$ cat src/design/rotate_vector_euler_xyz_top_assert.svh
// assertion macros for the euler xyz rotation block
`ifndef ROTATE_VECTOR_EULER_XYZ_TOP_ASSERT_SVH
`define ROTATE_VECTOR_EULER_XYZ_TOP_ASSERT_SVH

`ifndef SYNTHESIS

`define RVE_ASSERT_DLY(lbl, ante, dly, cons) \
    lbl: assert property (@(posedge clk) disable iff (!rst_n) (ante) |-> ##(dly) (cons)) \
        else $error("rvexyz assertion failed");

`define RVE_ASSERT_IMP(lbl, ante, cons) \
    lbl: assert property (@(posedge clk) disable iff (!rst_n) (ante) |-> (cons)) \
        else $error("rvexyz assertion failed");

`define RVE_ASSERT_NXT(lbl, ante, cons) \
    lbl: assert property (@(posedge clk) disable iff (!rst_n) (ante) |=> (cons)) \
        else $error("rvexyz assertion failed");

`else

`define RVE_ASSERT_DLY(lbl, ante, dly, cons)
`define RVE_ASSERT_IMP(lbl, ante, cons)
`define RVE_ASSERT_NXT(lbl, ante, cons)

`endif

`endif

$ cat src/design/rvexyz_pkg.sv
`default_nettype none

package rvexyz_pkg;

    localparam int CORDIC_STAGES = 16;
    localparam int STG_W         = $clog2(CORDIC_STAGES);

    localparam int ANG_W   = 26;
    localparam int ZANG_W  = 33;
    localparam int COORD_W = 52;
    localparam int VEC_W   = 32;

    localparam int DEG360 = 23592960;
    localparam int DEG180 = 11796480;
    localparam int DEG90  = 5898240;

    localparam int CFG_SETTLE = 2;
    localparam int RESULT_LAT = 3 * CORDIC_STAGES + 13;

    localparam logic signed [VEC_W-1:0] Q_MAX = 32'sh7FFF_FFFF;
    localparam logic signed [VEC_W-1:0] Q_MIN = 32'sh8000_0000;

    typedef logic [STG_W-1:0]                stg_t;
    typedef logic signed [ANG_W-1:0]         angle_t;
    typedef logic signed [ZANG_W-1:0]        zang_t;
    typedef logic signed [COORD_W-1:0]       coord_t;
    typedef logic signed [COORD_W:0]         ext_t;
    typedef logic signed [VEC_W-1:0]         vec_t;

    typedef struct packed {
        logic  flip;
        zang_t zang;
    } ang_t;

    typedef enum logic [1:0] {
        REG_ANGLE_X = 2'd0,
        REG_ANGLE_Y = 2'd1,
        REG_ANGLE_Z = 2'd2
    } cfg_idx_t;

    // atan(2^-i) in degrees with 24 fraction bits
    function automatic logic [29:0] atan_tab(input logic [4:0] idx);
        logic [29:0] r;
        case (idx)
            5'd0:    r = 30'd754974720;
            5'd1:    r = 30'd445687602;
            5'd2:    r = 30'd235489088;
            5'd3:    r = 30'd119537938;
            5'd4:    r = 30'd60000934;
            5'd5:    r = 30'd30029717;
            5'd6:    r = 30'd15018523;
            5'd7:    r = 30'd7509720;
            5'd8:    r = 30'd3754917;
            5'd9:    r = 30'd1877466;
            5'd10:   r = 30'd938734;
            5'd11:   r = 30'd469367;
            5'd12:   r = 30'd234684;
            5'd13:   r = 30'd117342;
            5'd14:   r = 30'd58671;
            5'd15:   r = 30'd29335;
            5'd16:   r = 30'd14668;
            5'd17:   r = 30'd7334;
            5'd18:   r = 30'd3667;
            5'd19:   r = 30'd1833;
            5'd20:   r = 30'd917;
            5'd21:   r = 30'd458;
            5'd22:   r = 30'd229;
            5'd23:   r = 30'd115;
            5'd24:   r = 30'd57;
            5'd25:   r = 30'd29;
            5'd26:   r = 30'd14;
            5'd27:   r = 30'd7;
            5'd28:   r = 30'd4;
            5'd29:   r = 30'd2;
            5'd30:   r = 30'd1;
            default: r = 30'd0;
        endcase
        return r;
    endfunction

    // squared cordic gain in q.60, elaboration only
    function automatic logic [63:0] gain_sq();
        logic [63:0] g;
        g = 64'd1 << 60;
        for (int i = 0; i < CORDIC_STAGES; i++)
        begin
            g = g + (g >> (2 * i));
        end
        return g;
    endfunction

    function automatic logic [63:0] isqrt64(input logic [63:0] n);
        logic [63:0] res;
        logic [63:0] bv;
        logic [63:0] rem;
        res = 64'd0;
        bv  = 64'd1 << 62;
        rem = n;
        while (bv > rem)
        begin
            bv = bv >> 2;
        end
        while (bv != 64'd0)
        begin
            if (rem >= res + bv)
            begin
                rem = rem - (res + bv);
                res = (res >> 1) + bv;
            end
            else
            begin
                res = res >> 1;
            end
            bv = bv >> 2;
        end
        return res;
    endfunction

    localparam logic [63:0] GAIN_SQRT     = isqrt64(gain_sq());
    localparam logic [63:0] INV_GAIN_FULL = ((64'd1 << 62) + (GAIN_SQRT >> 1)) / GAIN_SQRT;
    localparam logic [31:0] INV_GAIN      = INV_GAIN_FULL[31:0];

    // q.32 to q16.16, round half up, saturate
    function automatic vec_t sat_q16(input ext_t v);
        logic signed [COORD_W+1:0]  s;
        logic signed [COORD_W-15:0] r;
        s = (COORD_W+2)'(v) + (COORD_W+2)'(32768);
        r = s[COORD_W+1:16];
        if (r > Q_MAX)
        begin
            return Q_MAX;
        end
        else if (r < Q_MIN)
        begin
            return Q_MIN;
        end
        return r[VEC_W-1:0];
    endfunction

endpackage

`default_nettype wire

$ cat src/design/rvexyz_angle.sv
`default_nettype none

module rvexyz_angle (
    input  logic                 clk,
    input  logic                 rst_n,
    input  rvexyz_pkg::angle_t   raw,
    output rvexyz_pkg::ang_t     ang
);

    rvexyz_pkg::angle_t           wrap_reg;
    rvexyz_pkg::angle_t           wrap_next;
    logic signed [rvexyz_pkg::ANG_W:0] wrap_sum;
    rvexyz_pkg::angle_t           fold;
    rvexyz_pkg::ang_t             ang_reg;
    rvexyz_pkg::ang_t             ang_next;

    // wrap to [-180, 180)
    always_comb
    begin
        if (raw >= rvexyz_pkg::DEG180)
        begin
            wrap_sum = (rvexyz_pkg::ANG_W+1)'(raw) - (rvexyz_pkg::ANG_W+1)'(rvexyz_pkg::DEG360);
        end
        else if (raw < -rvexyz_pkg::DEG180)
        begin
            wrap_sum = (rvexyz_pkg::ANG_W+1)'(raw) + (rvexyz_pkg::ANG_W+1)'(rvexyz_pkg::DEG360);
        end
        else
        begin
            wrap_sum = (rvexyz_pkg::ANG_W+1)'(raw);
        end
        wrap_next = wrap_sum[rvexyz_pkg::ANG_W-1:0];
    end

    // fold into +-90 with a half turn of the pair
    always_comb
    begin
        ang_next.flip = 1'b0;
        fold          = wrap_reg;
        if (wrap_reg > rvexyz_pkg::DEG90)
        begin
            fold          = wrap_reg - rvexyz_pkg::angle_t'(rvexyz_pkg::DEG180);
            ang_next.flip = 1'b1;
        end
        else if (wrap_reg < -rvexyz_pkg::DEG90)
        begin
            fold          = wrap_reg + rvexyz_pkg::angle_t'(rvexyz_pkg::DEG180);
            ang_next.flip = 1'b1;
        end
        ang_next.zang = rvexyz_pkg::zang_t'(fold) <<< 8;
    end

    always_ff @(posedge clk or negedge rst_n)
    begin
        if (!rst_n)
        begin
            wrap_reg <= '0;
            ang_reg  <= '0;
        end
        else
        begin
            wrap_reg <= wrap_next;
            ang_reg  <= ang_next;
        end
    end

    assign ang = ang_reg;

endmodule

`default_nettype wire

$ cat config.mk
export PLATFORM = sky130hd
export DESIGN_NAME = rvexyz_angle
export DESIGN_NICKNAME = d
export VERILOG_FILES = /design/src/design/rotate_vector_euler_xyz_top_assert.svh /design/src/design/rvexyz_pkg.sv /design/src/design/rvexyz_angle.sv
export SDC_FILE = /design/constraint.sdc
export NUM_CORES = 1
export LEC_CHECK = 0
export CAP_MARGIN = 5
export CORE_ASPECT_RATIO = 1.75
export CORE_MARGIN = 10
export CORE_UTILIZATION = 57
export DETAILED_ROUTE_END_ITERATION = 8
export DONT_BUFFER_PORTS = 1
export GPL_TIMING_DRIVEN = 0
export PLACE_DENSITY_LB_ADDON = 0.1
export SYNTH_ARGS = -nofsm -noshare
export SYNTH_HDL_FRONTEND = slang
export SYNTH_SLANG_ARGS = --single-unit
$ cat constraint.sdc
create_clock -name clk -period 4.72 [get_ports clk]
set_clock_uncertainty 0.1 [all_clocks]
set_input_delay 0.472 -clock clk [delete_from_list [all_inputs] [get_ports clk]]
set_output_delay 0.472 -clock clk [all_outputs]
set_load 0.01 [all_outputs]
Yosys cells after proc, flatten, opt, wreduce, memory -nomap -nowiden

Index checks and enable logic that the tools add are counted.

Add/sub/neg operators: 4
$lt $le $gt $ge: 4
Multiplexer cells: 6

Operators by type and width:

| cell                                                                            | count |
|---|---|
| 26-bit 2-to-1 mux                                                               | 2 |
| 25-bit 2-to-1 mux                                                               | 2 |
| 26-bit adder (second input constant)                                            | 1 |
| 26-bit by 25-bit >= comparator with 1-bit output (second input constant)        | 1 |
| 26-bit by 24-bit > comparator with 1-bit output (second input constant)         | 1 |
| 26-bit by 24-bit less-than comparator with 1-bit output (second input constant) | 1 |
| 26-bit by 25-bit less-than comparator with 1-bit output (second input constant) | 1 |
| 26-bit subtractor (second input constant)                                       | 1 |
| 25-bit adder (second input constant)                                            | 1 |
| 25-bit subtractor (second input constant)                                       | 1 |
| 1-bit 2-to-1 mux                                                                | 2 |

Input bits: 28
Logic and storage cells: 17
Register bits: 52

Depth between registers and ports, before layout

Gate-level depths: netlist (run 1).

Word-level depth: 3
Mapped depth: 7
Mapped depth without buffers: 7

Least setup slack after synthesis (run 1)

No wires, ideal clock.

Path type: reg2reg
Start point: register wrap_reg[19]
End point: register ang_reg (netlist bit ang[31])
Setup slack: 2.849 ns
Path buffers: 0
Required time: 4.541 ns
Arrival: 1.692 ns
Stages on the path, launching flop included: 8
Period minus slack after synthesis: 1.871 ns
Path through: dfrtp_1 > inv_1 > ha_1 > a211oi_2 > o211ai_2 > or2_0 > a32oi_1 > xor2_1

RTL lines:

| item                     | line               | source |
|---|---|---|
| start: declaration       | rvexyz_angle.sv:10 | `rvexyz_pkg::angle_t wrap_reg;` |
| start signal: assignment | rvexyz_angle.sv:62 | `wrap_reg <= wrap_next;` |
| end signal: assignment   | rvexyz_angle.sv:63 | `ang_reg <= ang_next;` |
| end: declaration         | rvexyz_angle.sv:14 | `rvexyz_pkg::ang_t ang_reg;` |

==> results.toml, run 1 <==
[outcome]
status = "finished, final reports clean"

[clock_network]
post_cts_resized = 0
cts.sinks = 52
clk_pin_slew_ns = 0.09
cts_buffers = 5
insertion_delay_ns = 0.31
cts_tree = "done"
clock-root-buffer = "clkbuf_8"
cts_max_level = 2
clockBufferDepth = 2

[pwr]
p_sw_uw = 264.5
power_uw = 920.9
p_comb_frac = 0.153
pwr-share-clk = 0.269
power.leakage_nw = 1.073
internal_power_uw = 656.4
peakVddDrop_uv = 271.1
switching_share = 0.2872
p_seq_frac = 0.578
power.density_mw_per_mm2 = 394.9

[setup_path]
rr_endpoint = "ang[31]"
endpoint_kind = "flop"
cp_max_fo = 7
path_cells = "inv_1 -> ha_1 -> a211oi_2 -> o211ai_2 -> or2_0 -> a32oi_1 -> xor2_1"
crit_required_ns = 4.85
path_delay_family = "compound AO/OA/AOI/OAI gates"
reg2reg_from = "wrap_reg[19]"
cp.arrival_ns = 2.26
rr_worst_depth = 7
worstPathBufferInverterCount = 1
r2r_slack_ns = 2.59
slowest_stage = "dfrtp_1"
start_kind = "flop"
worst_path_largest_cell_delay_ns = 0.47
critical_path_class = "flop to flop"

[die]
fp.coreArea_mm2 = 0.003592
ios = 62
dieWidth_um = 66.11
die_h_um = 100.7
initial_core_util = 0.5904
die_area_mm2 = 0.006657
core.rowCount = 29

[placement]
gp_congestion = 0.8267
dp_slack_ns = 2.602
dpl-instance-area_mm2 = 0.002205
hpwl_mm = 3.327
io_buffers = 0

[synth]
synth.yosys.seq_area_share = 0.6136
synth.most_common_cell = "dfrtp_1"
synth_area_mm2 = 0.002121
syn_area_per_cell_um2 = 12.48
ys_ff_latch = 52
yosys.area.top_type_share = 0.6136
netlist-cell-type-count = 45
synth_cells = 170
synth.area.top_cells = "dfrtp_1 61%, ha_1 3.5%, buf_4 2.8%"
synth_edf_count = 0
synth_top_cell_by_area = "dfrtp_1"
synthArstFlopShare = 1.000
synthTopCellsByCount = "52 x dfrtp_1, 10 x inv_1, 9 x nand2_1"
synth-main-ff-cell = "dfrtp_1"
synth_warnings = 0

[detailed_routing]
avgViaCountPerCell = 5.631
route.detailed.drc = 0
wl_mm = 4.300
firstDrtPassIters = 4
drtIter0Drc = 25
num_vias = 1312
wl_per_cell_um = 18.45
ant_nets = 0

[timing]
slew_viol_final = 0
period_share = 0.4514
hold_violations = 0
finalSetupTns_ns = 0
tightest_slew_ns = 0.5213
setup_ws_ns = 2.589
relSlewSlack = 0.6517
post-route-min-period_ns = 2.131
rsz0062_at_grt = "false"
fmax_mhz = 469.4
holdWs_ns = 0.08369
setup_viol = 0

[run]
drv_cap = 0

[grt]
grt.overflow.total = 0
antenna_found_initial = 0
track_usage = 0.1335
grt_start_max_net_pins = 53
grt_pass1_vias = 1347
grt_pass1_wl_mm = 6.658

[finish]
area_growth_syn_to_layout_pct = 9.971
design_area_mm2 = 0.002332
diodes = 0
nNetsFinal = 220
drive_above_1_share = 0.1711

[hold_path]
hold_start = "raw[5]"
holdPathEnd = "wrap_reg[5]"
hold_path_class = "input pin to flop"
whs_path_depth = 0
-- worst max-delay path by stage --
stage | startpoint | endpoint | slack (ns) | cells after the start
final | wrap_reg[19] | ang[31] | 2.59 | 7
after detailed placement | wrap_reg[11] | ang[28] | 2.60 | 5
after global placement | wrap_reg[19] | ang[31] | 2.62 | 7
after global routing | wrap_reg[19] | ang[31] | 2.45 | 7
after floorplan | wrap_reg[19] | ang[31] | 2.85 | 7
after CTS | wrap_reg[11] | ang[28] | 2.58 | 5
-- worst reg2reg max path, cell delays in order (launching register included) --
cell,delay (ns)
dfrtp_1,0.47
inv_1,0.10
ha_1,0.20
a211oi_2,0.36
o211ai_2,0.23
or2_0,0.26
a32oi_1,0.18
xor2_1,0.16
-- layout make-up --
class	instances	area [um^2]
clock buffer	5	68.82
multi-input combinational	100	709.4
timing repair buffer	2	37.54
inverter	11	41.29
sequential	52	1301
clock inverter	3	21.27
fill	261	1260
buffer	14	95.09
tap	46	57.56
-- per-layer routing --
metal | global-route usage | part of all wire
met1 | 0.1113 | 0.33
met2 | 0.2635 | 0.60
met3 | 0.04232 | 0.064
met4 | 0.05997 | 0.012
met5 | 0 | 0
-- power by group through the flow --
| stage | clock [mW] | sequential, mW | combinational (mW) |
|---|---|---|---|
| after floorplan | 0 | 0.533 | 0.108 |
| after global placement | 0 | 0.541 | 0.125 |
| after detailed placement | 0 | 0.544 | 0.128 |
| after CTS | 0.253 | 0.535 | 0.140 |
| after global routing | 0.270 | 0.539 | 0.158 |
| final | 0.248 | 0.532 | 0.141 |
-- metrics by stage --
stage               utilization  cells
floorplan                     -    177
detailed placement       0.6137    223
global route             0.6493    233
finish                   0.6493    233
global placement         0.6137    223
CTS                      0.6493    233
-- repair_timing --
item	4_1_cts	5_1_grt
hold buffers	2	0
buffers inserted	0	0
endpoints found under the hold margin	52	0
-- cell families (layout without fill, tap and decap cells) --
logic type / Yosys count / in the layout / synth area share
other: 1 / 8 / 0.001768
AOI/OAI and AO/OA: 42 / 42 / 0.1504
muxes: 2 / 2 / 0.01062
DFF: 52 / 52 / 0.6136
buffers and inverters: 25 / 35 / 0.06431
and+or+nand+nor: 34 / 34 / 0.09086
adders and majority gates: 6 / 6 / 0.03540
xor gates and xnor gates: 8 / 8 / 0.03303
-- placed cells by master (no fill, tap or decap), types with 3 or more instances in the layout --
master,instances
nor3_1,4
xor2_1,4
o211ai_1,4
inv_1,10
a21oi_1,3
xnor2_1,4
a211oi_1,3
buf_4,8
nand3_1,4
nor2_1,7
conb_1,8
o21ai_0,4
nand2_1,9
o22ai_1,5
buf_2,4
ha_1,6
o21ai_1,5
dfrtp_1,52
clkbuf_8,5
(Power assumes the default switching activity.)
==> inputs of run 2 (changes only) <==
- ABC_AREA: default -> 1
- clock period: 4.72 -> 2 ns (I/O delays scaled with it)
==> run 2 against run 1 <==
Critical path type unchanged. Sequential power up 130%. Worst hold slack got worse by 0.076 ns. Setup slack worse by 2.2 ns. Non-clock buffer count increased by 20. Largest power group unchanged. Count of clock-buffer cells in the layout unchanged.
==> results.toml, run 2 <==
[outcome]
status = "finished, final reports clean"

[finish]
layout.cells.most_common = "nand2_1"
area_growth_syn_to_layout_pct = 17.09
nNetsFinal = 367
final_cell_mix = "113 x nand2_1, 52 x dfrtp_1, 24 x inv_1, 22 x dlygate4sd3_1, 19 x nor2_1"
drive_above_1_share = 0.1437
n_fill_cell = 329
design_area_mm2 = 0.002923
diodes = 0

[timing]
rsz0062_at_grt = "false"
period_share = 0.8294
post-route-min-period_ns = 1.659
slew_viol_final = 0
holdWs_ns = 0.007563
fmax_mhz = 602.8
setup_viol = 0
finalSetupTns_ns = 0
hold_violations = 0

[synth]
synth-compound-area-share = 0.03008
syn_area_per_cell_um2 = 8.433
yosys.area.top_type_share = 0.5213
synth_fa_ha_area_frac = 0.03008
netlist-cell-type-count = 25
synth_xor_area_frac = 0.04211
synthTopCellsByCount = "113 x nand2_1, 52 x dfrtp_1, 24 x inv_1"
synth_top_cell_by_area = "dfrtp_1"
synth_top_family_by_area = "simple AND/OR/NAND/NOR gates"
synth.yosys.seq_area_share = 0.5213
muxShareOfSynthArea = 0
synth_cells = 296
synth-simple-area-share = 0.2857
synth-main-ff-cell = "dfrtp_1"
synth_warnings = 0
synth.most_common_cell = "nand2_1"
ys_ff_latch = 52
synth_area_mm2 = 0.002496
synth_edf_count = 0
synthArstFlopShare = 1.000
synth.area.top_cells = "dfrtp_1 52%, nand2_1 17%, buf_4 3.6%"

[clock_network]
cts_buffers = 5
cts_max_level = 2
clock-root-buffer = "clkbuf_8"
insertion_delay_ns = 0.31
clockBufferDepth = 2
cts_tree = "done"
post_cts_resized = 0
cts.sinks = 52
clk_pin_slew_ns = 0.08
cts_setup_buffers = 0

[detailed_routing]
num_vias = 1806
wl_per_cell_um = 13.11
firstDrtPassIters = 4
wl_mm = 5.021
ant_nets = 0
avgViaCountPerCell = 4.715
route.detailed.drc = 0
drtIter0Drc = 101

[die]
dieWidth_um = 70.03
fp.coreArea_mm2 = 0.004189
die_h_um = 107.5
ios = 62
die_area_mm2 = 0.007530
core.rowCount = 31
initial_core_util = 0.5959

[setup_path]
cp_max_fo = 8
cp.arrival_ns = 1.76
critical_path_class = "flop to flop"
endpoint_kind = "flop"
crit_required_ns = 2.10
start_kind = "flop"

[placement]
io_buffers = 0
gp_congestion = 0.8757
dpl-instance-area_mm2 = 0.002584
hpwl_mm = 3.722

[grt]
grt_pass1_wl_mm = 8.231
grt.overflow.total = 0
grt_pass1_vias = 1826
antenna_found_initial = 0
grt_start_max_net_pins = 53
track_usage = 0.1362

[pwr]
internal_power_mw = 1.578
peakVddDrop_uv = 590.6
switching_share = 0.3064
p_comb_frac = 0.195
pwr-share-clk = 0.262
p_seq_frac = 0.543
p_sw_uw = 697.3
power.density_mw_per_mm2 = 778.6
power.leakage_nw = 1.534

[run]
drv_cap = 0

[hold_path]
hold_path_class = "input pin to flop"
run 2: changes by cell type in the layout (fill, tap and decap cells not counted), sizes merged, moves of 4 or more:
cell         previous run  this run
xor2                    4        10
nand3                   4        20
nor2                    7        22
nand2                  11       121
o22ai                   5         0
o211ai                  5         0
dlygate4sd3             1        22
a211oi                  4         0
inv                    12        35
nor4                    4         0
run 2: logic make-up after synthesis:
| logic type | Yosys count |
|---|---|
| buf+inv | 47 |
| flops | 52 |
| simple gates | 165 |
| compound gates | 13 |
| fa+ha+maj | 6 |
| xor+xnor | 12 |
| other cells | 1 |
run 2: layout make-up:
cell class	instances	area [um^2]	share of cell area
sequential	52	1301	0.4452
multi-input combinational	204	998.5	0.3416
timing repair buffer	23	247.7	0.08476
inverter	34	127.6	0.04366
buffer	13	95.09	0.03253
clock buffer	5	68.82	0.02354
tap	49	61.31	0.02098
clock inverter	3	22.52	0.007705
run 2: power groups by stage:
stage / clock, mW / combinational (mW) / sequential, mW
floorplan: 0 / 0.327 / 1.24
global placement: 0 / 0.378 / 1.26
detailed placement: 0 / 0.384 / 1.26
CTS: 0.590 / 0.447 / 1.24
global route: 0.650 / 0.515 / 1.25
finish: 0.595 / 0.445 / 1.24
run 2: repair_timing:
action	4_1_cts	5_1_grt
endpoints found under the setup margin	0	0
hold buffers	23	0
endpoints found under the hold margin	73	0
run 2: per-stage QoR:
step                      total power, mW  cells  setup WS, ns    util
after global placement              1.635    352        0.3437  0.6168
after floorplan                     1.569    303        0.5100       -
final                               2.276    383        0.3411  0.6977
after global routing                2.416    383        0.1765  0.6977
after detailed placement            1.644    352        0.3372  0.6168
after CTS                           2.275    383        0.3175  0.6977
run 2: final timing paths:
path | from | to | slack [ns] | depth (start not counted)
min in group asynchronous | rst_n | ang[22] | 0.31 | 2
hold reg to reg | wrap_reg[4] | ang[12] | 0.27 | 0
setup / recovery | wrap_reg[18] | ang[30] | 0.34 | 9
hold / removal | raw[24] | wrap_reg[24] | 0.008 | 4
max in group asynchronous | rst_n | wrap_reg[23] | 1.27 | 2
setup reg to reg | wrap_reg[18] | ang[30] | 0.34 | 9
run 2: per-layer routing:
| layer | up-vias | track usage | routed length [um] |
|---|---|---|---|
| li1 | 951 | - | - |
| met1 | 804 | 0.1053 | 1603 |
| met2 | 42 | 0.2815 | 2962 |
| met3 | 9 | 0.04986 | 350 |
| met4 | 0 | 0.05807 | 104 |
| met5 | - | 0 | 0 |
run 2: critical path: stages, from the launching register on:
cell	delay, ns
dfrtp_1	0.43
inv_1	0.15
ha_1	0.17
nand2_1	0.05
nor2_1	0.16
nand2_2	0.08
nand3_2	0.09
nand3_2	0.16
nand2_1	0.11
nand2_1	0.05
==> inputs of run 3 (changes only) <==
- ABC_AREA: 1 -> 0
- CORE_UTILIZATION: 57 -> 55
- clock period: 2 -> 1.43 ns (I/O delays scaled with it)
==> run 3 against run 2 <==
The run now ends with negative hold slack, negative setup slack left. Total power increased by 43%. Cell count decreased by 31%. Sequential share of layout area increased by 2.7 points. First-iteration DRC count fell by 70%. Register-to-register slack got worse by 0.86 ns. Flip-flop and latch count unchanged. Largest cell class unchanged. Sequential power rose by 42%. Count of clock-buffer cells in the layout is the same. Non-clock buffer count is 11 higher. Via count down 19%. Utilization up 5.6 points. Highest routed layer unchanged.
==> results.toml, run 3 (synthesized netlist as in run 1, its figures left out) <==
[finish]
layout.cells.most_common = "dfrtp_1"
n_fill_cell = 230
design_area_mm2 = 0.002763
diodes = 0
final_cell_mix = "50 x dfrtp_1, 25 x dlygate4sd3_1, 15 x buf_4, 9 x nand2_1"
area_growth_syn_to_layout_pct = 30.27
nNetsFinal = 251
ff_latch_area_mm2 = 0.001304
multi_input_area_um2 = 842.1
drive_above_1_share = 0.2661

[hold_path]
hold_path_class = "input pin to asynchronous set/reset pin"

[die]
ios = 62
initial_core_util = 0.5787
die_h_um = 102.1
core.rowCount = 29
fp.coreArea_mm2 = 0.003665
die_area_mm2 = 0.006838
dieWidth_um = 66.94

[setup_path]
path_delay_family = "compound AO/OA/AOI/OAI gates"
critical_path_class = "flop to flop"
r2r_slack_ns = -0.52
reg2reg_from = "wrap_reg[18]"
endpoint_kind = "flop"
start_kind = "flop"
slowest_stage = "dfrtp_2"
cp.arrival_ns = 2.02
worstPathBufferInverterCount = 1
path_cells = "buf_4 -> ha_4 -> nor3_1 -> o31ai_1 -> a22oi_1 -> o311ai_4"
startpoint = "wrap_reg[18]"
worst_path_largest_cell_delay_ns = 0.46
cp_max_fo = 4
crit_required_ns = 1.50

[clock_network]
cts_buffers = 5
clock-root-buffer = "clkbuf_8"
insertion_delay_ns = 0.31
ctsHoldBuffers = 25
clockBufferDepth = 2
cts_tree = "done"
cts.sinks = 52
cts_max_level = 2
clk_pin_slew_ns = 0.10

[detailed_routing]
firstDrtPassIters = 4
drtIter0Drc = 30
avgViaCountPerCell = 5.508
ant_nets = 0
wl_mm = 4.944
num_vias = 1454
route.detailed.drc = 0
wl_per_cell_um = 18.73

[outcome]
status = "finished, violations left"
violations = "negative hold slack, negative setup slack"

[pwr]
switching_share = 0.2938
p_comb_frac = 0.198
internal_power_mw = 2.295
peakVddDrop_uv = 869.9
power.density_mw_per_mm2 = 1176
p_sw_uw = 955.1
power_mw = 3.250
p_seq_frac = 0.542
power.leakage_nw = 1.218
pwr-share-clk = 0.260

[timing]
post-route-min-period_ns = 1.947
setup_viol = 8
hold_violations = 52
fmax_mhz = 513.6
holdWs_ns = -0.5859
rsz0062_at_grt = "true"
period_share = 1.362
slew_viol_final = 0
setup_ws_ns = -0.5171

[grt]
grt_start_max_net_pins = 53
grt.overflow.total = 0
grt_pass1_vias = 1569
grt_pass1_wl_mm = 7.596
antenna_found_initial = 0
track_usage = 0.1469

[run]
drv_cap = 0

[placement]
io_buffers = 0
gp_congestion = 0.9194
dpl-instance-area_mm2 = 0.002207
hpwl_mm = 3.420
run 3: cell types whose count changed in the layout (fill, tap and decap cells not counted), moves of 4 or more:
cell and delta:
nand2_1 -104, o211ai_1 +4, inv_2 -7, xor2_1 -6
nor2_1 -13, nand3_1 -14, inv_1 -16, o22ai_1 +4
nand2_2 -5
run 3: routing by layer:
metal / global-route usage / part of all wire
met1: 0.1252 / 0.33
met3: 0.04272 / 0.067
met4: 0.06984 / 0.018
met5: 0 / 0
met2: 0.2896 / 0.59
run 3: final cells by class:
type,instances,area share
Sequential cell,52,0.4719
Clock inverter,3,0.009964
Buffer,14,0.03578
Timing Repair Buffer,33,0.1168
Clock buffer,5,0.02491
Tap cell,46,0.02083
Inverter,11,0.01495
Multi-Input combinational cell,100,0.3048
run 3: final timing paths:
check / to / cells after the start
setup / recovery: ang[32] / 6
hold / removal: ang[13] / 0
setup reg to reg: ang[32] / 6
hold reg to reg: ang[23] / 0
max in group asynchronous: wrap_reg[18] / 0
min in group clk: wrap_reg[25] / 2
run 3: power by group through the flow:
| stage | clock network, mW | logic, mW | registers (mW) |
|---|---|---|---|
| 2_1_floorplan | 0 | 0.358 | 1.76 |
| 3_3_place_gp | 0 | 0.406 | 1.78 |
| 3_5_place_dp | 0 | 0.427 | 1.80 |
| 4_1_cts | 0.867 | 0.560 | 1.76 |
| 5_1_grt | 0.924 | 0.695 | 1.78 |
| 6_report | 0.846 | 0.642 | 1.76 |
run 3: stage by stage:
stage	util	setup TNS, ns	setup WS, ns	cells	hold WS, ns
floorplan	-	-1.770	-0.3440	177	-0.2526
global placement	0.6023	-4.028	-0.5431	223	-0.2512
detailed placement	0.6023	-4.339	-0.5805	223	-0.2510
CTS	0.7245	-3.114	-0.4282	262	-0.5954
global route	0.7538	-3.592	-0.5531	264	-0.6104
finish	0.7538	-2.959	-0.5171	264	-0.5859
run 3: what timing repair did:
item	4_1_cts	5_1_grt
endpoints found under the hold margin	76	52
resized for setup	8	20
setup buffers	6	2
pin swaps	4	10
endpoints found under the setup margin	8	9
